==> src/rtl/pkte_pkg.sv <==
// pkte_pkg: shared types, constants and helper functions for the per-key trust table.
// Used by pkte_ctrl, pkte_dp and per_key_trust_ema_table; depends on nothing.
`timescale 1ns / 1ps
package pkte_pkg;

	typedef enum logic [1:0] {
		CMD_OBSERVE  = 2'd0,
		CMD_CHECK    = 2'd1,
		CMD_NOTE_ALR = 2'd2,
		CMD_NOTE_SUP = 2'd3
	} cmd_t;

	localparam logic [1:0] REG_ENABLE = 2'd0;
	localparam logic [1:0] REG_AGE    = 2'd1;
	localparam logic [1:0] REG_MINCNT = 2'd2;

	localparam logic [16:0] Q_ONE          = 17'd65536;
	localparam logic [16:0] ALPHA_Q        = 17'd7864;
	localparam logic [16:0] KEEP_Q         = 17'd57672;
	localparam logic [16:0] PARTIAL_Q      = 17'd42599;
	localparam logic [16:0] FULL_Q         = 17'd53740;
	localparam logic [16:0] CRIT_Q         = 17'd57672;
	localparam logic [16:0] TENANT_BOOST_Q = 17'd52429;
	localparam logic [16:0] DECAY_Q        = 17'd55706;
	localparam logic [16:0] FLOOR_Q        = 17'd6554;
	localparam logic [16:0] TENANT_RESET_Q = 17'd32768;
	localparam logic [16:0] SECONDS_PER_DAY = 17'd86400;
	localparam logic [31:0] FNV_BASIS      = 32'd2166136261;
	localparam logic [31:0] FNV_PRIME      = 32'd16777619;
	localparam logic [13:0] TECH_BRUTE     = 14'd1110;
	localparam logic [13:0] TECH_DECODE    = 14'd1083;
	localparam logic [13:0] TECH_DOS       = 14'd1499;

	typedef struct packed {
		logic [1:0]  command;
		logic [63:0] key_high;
		logic [63:0] key_low;
		logic        key_valid;
		logic [39:0] now_seconds;
		logic [9:0]  status_code;
		logic [1:0]  alert_level;
		logic [13:0] technique;
		logic        never_suppress;
	} in_item_t;

	typedef struct packed {
		logic        entry_found;
		logic        suppress;
		logic [1:0]  boost_code;
		logic        trusted_flag;
		logic        partial_flag;
		logic [16:0] clean_score;
		logic [16:0] tenant_score;
		logic [31:0] suppressed_count;
	} out_item_t;

	// one table row; used bits live elsewhere
	typedef struct packed {
		logic [63:0] key_high;
		logic [63:0] key_low;
		logic [16:0] score;
		logic [31:0] samples;
		logic [39:0] seen_at;
		logic        trusted;
		logic        partial;
	} entry_t;

	// controller to datapath
	typedef struct packed {
		logic load;       // capture item, start hash
		logic hash_step;  // one byte of FNV, or a step of the index reduction
		logic probe_rd;   // read row/used at probe index
		logic probe_next; // advance probe index
		logic mul_a;      // first EMA product
		logic mul_b;      // second EMA product / decay product
		logic commit;     // write back row and tenant state
		logic emit;       // drive result
	} dp_cmd_t;

	// datapath to controller
	typedef struct packed {
		logic hash_done;
		logic slot_free;
		logic slot_match;
		logic probe_exhausted;
	} dp_stat_t;

	function automatic logic [16:0] benign(input logic [9:0] st);
		logic [16:0] r;
		r = 17'd32768;
		if (st >= 10'd200 && st < 10'd400) r = Q_ONE;
		else if (st == 10'd401 || st == 10'd403 || st == 10'd404) r = 17'd49152;
		else if (st >= 10'd500) r = 17'd9830;
		return r;
	endfunction

endpackage

==> src/rtl/pkte_ctrl.sv <==
// pkte_ctrl: sequencer for hash, probe, update and result of one item.
// Depends on pkte_pkg.
`timescale 1ns / 1ps
module pkte_ctrl (
	input  logic                clk,
	input  logic                arst_n,
	input  logic                start,
	input  logic                enable,
	input  logic [1:0]          command,
	input  logic                key_valid,
	input  logic                clr_done,
	input  pkte_pkg::dp_stat_t  stat,
	output logic                busy,
	output pkte_pkg::dp_cmd_t   cmd
);
	import pkte_pkg::*;

	typedef enum logic [3:0] {
		ST_CLEAR, ST_IDLE, ST_HASH, ST_READ, ST_WAIT, ST_TEST,
		ST_MULA, ST_MULB, ST_COMMIT, ST_EMIT
	} state_t;

	state_t state_q;
	logic   lookup_q;

	always_comb begin
		cmd = '0;
		cmd.load       = (state_q == ST_IDLE) && start;
		cmd.hash_step  = (state_q == ST_HASH);
		cmd.probe_rd   = (state_q == ST_READ);
		cmd.probe_next = (state_q == ST_TEST) && !stat.slot_free && !stat.slot_match
			&& !stat.probe_exhausted;
		cmd.mul_a      = (state_q == ST_MULA);
		cmd.mul_b      = (state_q == ST_MULB);
		cmd.commit     = (state_q == ST_COMMIT);
		cmd.emit       = (state_q == ST_EMIT);
	end

	assign busy = (state_q != ST_IDLE);

	// advance through the sequence; a lookup-free item skips the probe states and goes straight to ST_MULA
	always_ff @(posedge clk or negedge arst_n) begin
		if (!arst_n) begin
			state_q  <= ST_CLEAR;
			lookup_q <= 1'b0;
		end else begin
			case (state_q)
				ST_CLEAR: if (clr_done) state_q <= ST_IDLE;
				ST_IDLE: begin
					if (start) begin
						case (command)
							CMD_OBSERVE, CMD_CHECK: lookup_q <= enable && key_valid;
							default:                lookup_q <= key_valid;
						endcase
						state_q <= ST_HASH;
					end
				end
				ST_HASH: begin
					if (stat.hash_done) state_q <= lookup_q ? ST_READ : ST_MULA;
				end
				ST_READ: state_q <= ST_WAIT;
				ST_WAIT: state_q <= ST_TEST;
				ST_TEST: begin
					if (stat.slot_free || stat.slot_match || stat.probe_exhausted)
						state_q <= ST_MULA;
					else
						state_q <= ST_READ;
				end
				ST_MULA:   state_q <= ST_MULB;
				ST_MULB:   state_q <= ST_COMMIT;
				ST_COMMIT: state_q <= ST_EMIT;
				ST_EMIT:   state_q <= ST_IDLE;
				default:   state_q <= ST_IDLE;
			endcase
		end
	end

	a_emit_one: assert property (@(posedge clk) disable iff (!arst_n)
		cmd.emit |=> !cmd.emit) else $error("emit longer than one cycle");
	a_no_load_busy: assert property (@(posedge clk) disable iff (!arst_n)
		busy |-> !cmd.load) else $error("load while busy");
	a_commit_emit: assert property (@(posedge clk) disable iff (!arst_n)
		cmd.commit |=> cmd.emit) else $error("commit not followed by emit");
endmodule

==> config.mk <==
export PLATFORM = sky130hd
export DESIGN_NAME = pkte_ctrl
export DESIGN_NICKNAME = d
export VERILOG_FILES = /design/src/rtl/pkte_pkg.sv /design/src/rtl/pkte_ctrl.sv
export SDC_FILE = /design/constraint.sdc
export NUM_CORES = 1
export LEC_CHECK = 0
export BUFFER_PORTS_ARGS = -buffer_cell sky130_fd_sc_hd__buf_2
export CORE_AREA = 5 5 42 44
export CTS_CLUSTER_SIZE = 12
export DETAILED_ROUTE_END_ITERATION = 6
export DIE_AREA = 0 0 47 49
export SYNTH_ARGS = -nofsm -noshare
export SYNTH_HDL_FRONTEND = slang
export SYNTH_SLANG_ARGS = --single-unit
==> constraint.sdc <==
create_clock -name clk -period 1.3 [get_ports clk]
set_clock_uncertainty 0.1 [all_clocks]
set_input_delay 0.195 -clock clk [delete_from_list [all_inputs] [get_ports clk]]
set_output_delay 0.195 -clock clk [all_outputs]
set_load 0.01 [all_outputs]
==> impl_results.md <==
* Status: finished with violations
* Failing checks: negative setup slack
* Endpoints failing setup at 13
* Routability cong. at 0.801
* Total Routing Usage GR at 13.3%
* CTS max path bufs at 2
* Slew HR at 84.0%
* Synth cell types at 22
* Area post-placement at 592 µm²
* Synth Warn # at 0
* Most frequent cells after synthesis: and3_1 (5), dfrtp_1 (5), nand2b_1 (5)
* Vias post-DR at 514
* Kind of critical path: flop to primary output
* Final worst slack at -207 ps
* Core area at approximately 1400 µm²
* EDFF count, synth at 0
* Std cell rows at 14
* Period Utilization, post-route at 116%
* Vert. Die Dim at 49 µm
* P&R area growth vs syn at 72.5%
* # fillers at 133
* Primary FF master, synth: dfrtp_1
* Pwr dens at 1940 nW/µm²
* CP Buf/Inv Count at 2
* Port bufs at 19
* Max Cap Viol at 0
* Hold_ws at 119 ps
* Worst slew pin tran at 238 ps
* First-pass GRT wire length at 2210 µm
* Non-Filler Instances at 104
* Vias in the first global route at about 510
* Worst Path Max Fanout at 5
* Slew Limit Fails at 0
* Initial antenna violation count at 0
* TritonCTS buffer count at 3
* Avg Cell Area, Syn at 9.01 µm²
* WP data arrival at 1210 ps
* Crit-path cells: buf_6, nor2_4, and3_4, buf_6
* Clk sink count at 5
* Cells after DPL at 89
* I/O pin count at 21
* TritonRoute pass-1 iters at 4
* CTS tree: built
* Flops & latches, synth at 5
* Minimum clock period at 1510 ps
* Die Span X at 47 µm
* H-tree depth at 1
* Die area at 2300 µm²
* Grt total ovfl at 0
* Lkg Pwr at between 0.3 and 0.4 nW
* Post-Syn Area at ~450 µm²
* CP delay by family, top: flip-flops
* RSZ-0062 raised after global routing: true
* Final number of hold-violating endpoints at 0
* CP Launch Type: flop
* Layout cells sized above 1 at 64.8%
* Post-Syn Instances at 50
* Max stage delay cell, worst path: dfrtp_2
* Synth top area share at roughly 28%
* Leading area contributor after synthesis: dfrtp_1
* Later-pin clock latency in the skew report at 240 ps
* WL final at roughly 1300 µm
* Worst VDD drop at just over 1 mV
* Largest net degree at the start of global routing at 8
* Setup crit end kind: primary output
* Clk slew on worst S/H paths at 40 ps
* Required time of the critical path at 1000 ps
* Seq/Total Area, Yosys at 27.8%
* # nets final at 101
* Routed Antenna Nets at 0
* Synth top area cells: dfrtp_1 (28%), buf_6 (10%), nor4_4 (9.4%), and3_1 (6.9%), nand2b_1 (6.9%)
* ANT cells at 0
* Post-DP HPWL at 887 µm
* Routed WL per cell at 12.8 µm
* Syn Nets at 62
* Design area at 777 µm²
* Cell mode on critical path: buf_6
* Total power at roughly 0.0015 W
* Starting Density at 32.1%
* Worst path max stage delay at 440 ps
* Hold/Removal Path Class: input port to flop
* Setup TNS at -2100 ps
* DRT iter0 DRCs at 5
* Clock root cell: clkbuf_4
* Vias/cell at 4.94
* Fmax at ~0.66 GHz
* Async SR Flop Fraction at 100%
* # DRC at 0
==> cells by family after synthesis <==
group / after synthesis / synth area share [%]
DFF: 5 / 27.8
AOI/OAI and AO/OA: 9 / 12.5
buffers and inverters: 7 / 12.5
and+or+nand+nor: 27 / 42.8
xor gates and xnor gates: 1 / 1.94
muxes: 1 / 2.50
==> what timing repair did <==
item	4_1_cts	5_1_grt
hold buffers	1	0
setup endpoints to repair	13	13
setup buffers	8	1
cloned	1	0
pin swaps	8	3
hold endpoints to repair	5	0
gates resized for setup	18	2
==> power breakdown <==
part / switching [W] / total [W] / internal [W]
clock network: 0.0000619 / 0.000178 / 0.000116
logic: 0.000449 / 0.00103 / 0.000581
registers: 0.0000812 / 0.000300 / 0.000219
total: 0.000592 / 0.00151 / 0.000916
==> layout make-up <==
type                       count  area [µm²]  share of cell area (%)
inverter                       3        11.3                    1.45
tap                           16        20.0                    2.58
multi-input combinational     38         319                    41.1
sequential                     5         129                    16.6
timing repair buffer          38         272                    34.9
clock buffer                   4        26.3                    3.38
==> per-layer routing <==
metal  routed length (µm)  track usage [%]
met1                  561             15.6
met4                   36             8.29
met2                  666             21.5
met5                    0                0
met3                   69             1.85
==> final timing paths <==
kind | start | end | slack, ps | depth (start not counted)
worst max-delay path | state_q[2] | cmd[7] | -210 | 4
worst min-delay path | enable | lookup_q | 120 | 3
worst max register to register | state_q[1] | state_q[1] | -200 | 5
worst min register to register | lookup_q | lookup_q | 490 | 2
max in group asynchronous | arst_n | state_q[3] | 760 | 2
min in group asynchronous | arst_n | state_q[1] | 200 | 2
==> registers in the layout, indices dropped and copies added (netlist names) <==
register,count
lookup_q,1
state_q,4
==> metrics by stage <==
stage | util, % | worst slack, ps
floorplan | - | 6.61
global placement | 42.2 | -93.7
detailed placement | 42.2 | -130
CTS | 54.6 | -196
global route | 55.4 | -256
finish | 55.4 | -207
==> worst reg2reg max path: stages, from the launching register on <==
cell,delay (ps)
dfrtp_1,400
buf_4,150
mux2_4,300
nor4_4,170
nor2_1,90
a22o_1,180
==> cell usage in the layout, fill, tap and decap left out, types with 2 or more instances in the layout <==
cell	instances
clkbuf_4	3
buf_2	17
dfrtp_1	2
nor3_2	2
nor3_1	2
a21oi_1	2
nand2b_1	3
o22ai_1	2
and3_4	2
buf_6	7
nor2_1	2
and3_1	3
nor4_4	2
a31oi_1	2
inv_1	3
nand2_1	2
dfrtp_2	3
buf_4	13
Note: power is estimated with default switching activity, not from simulation.
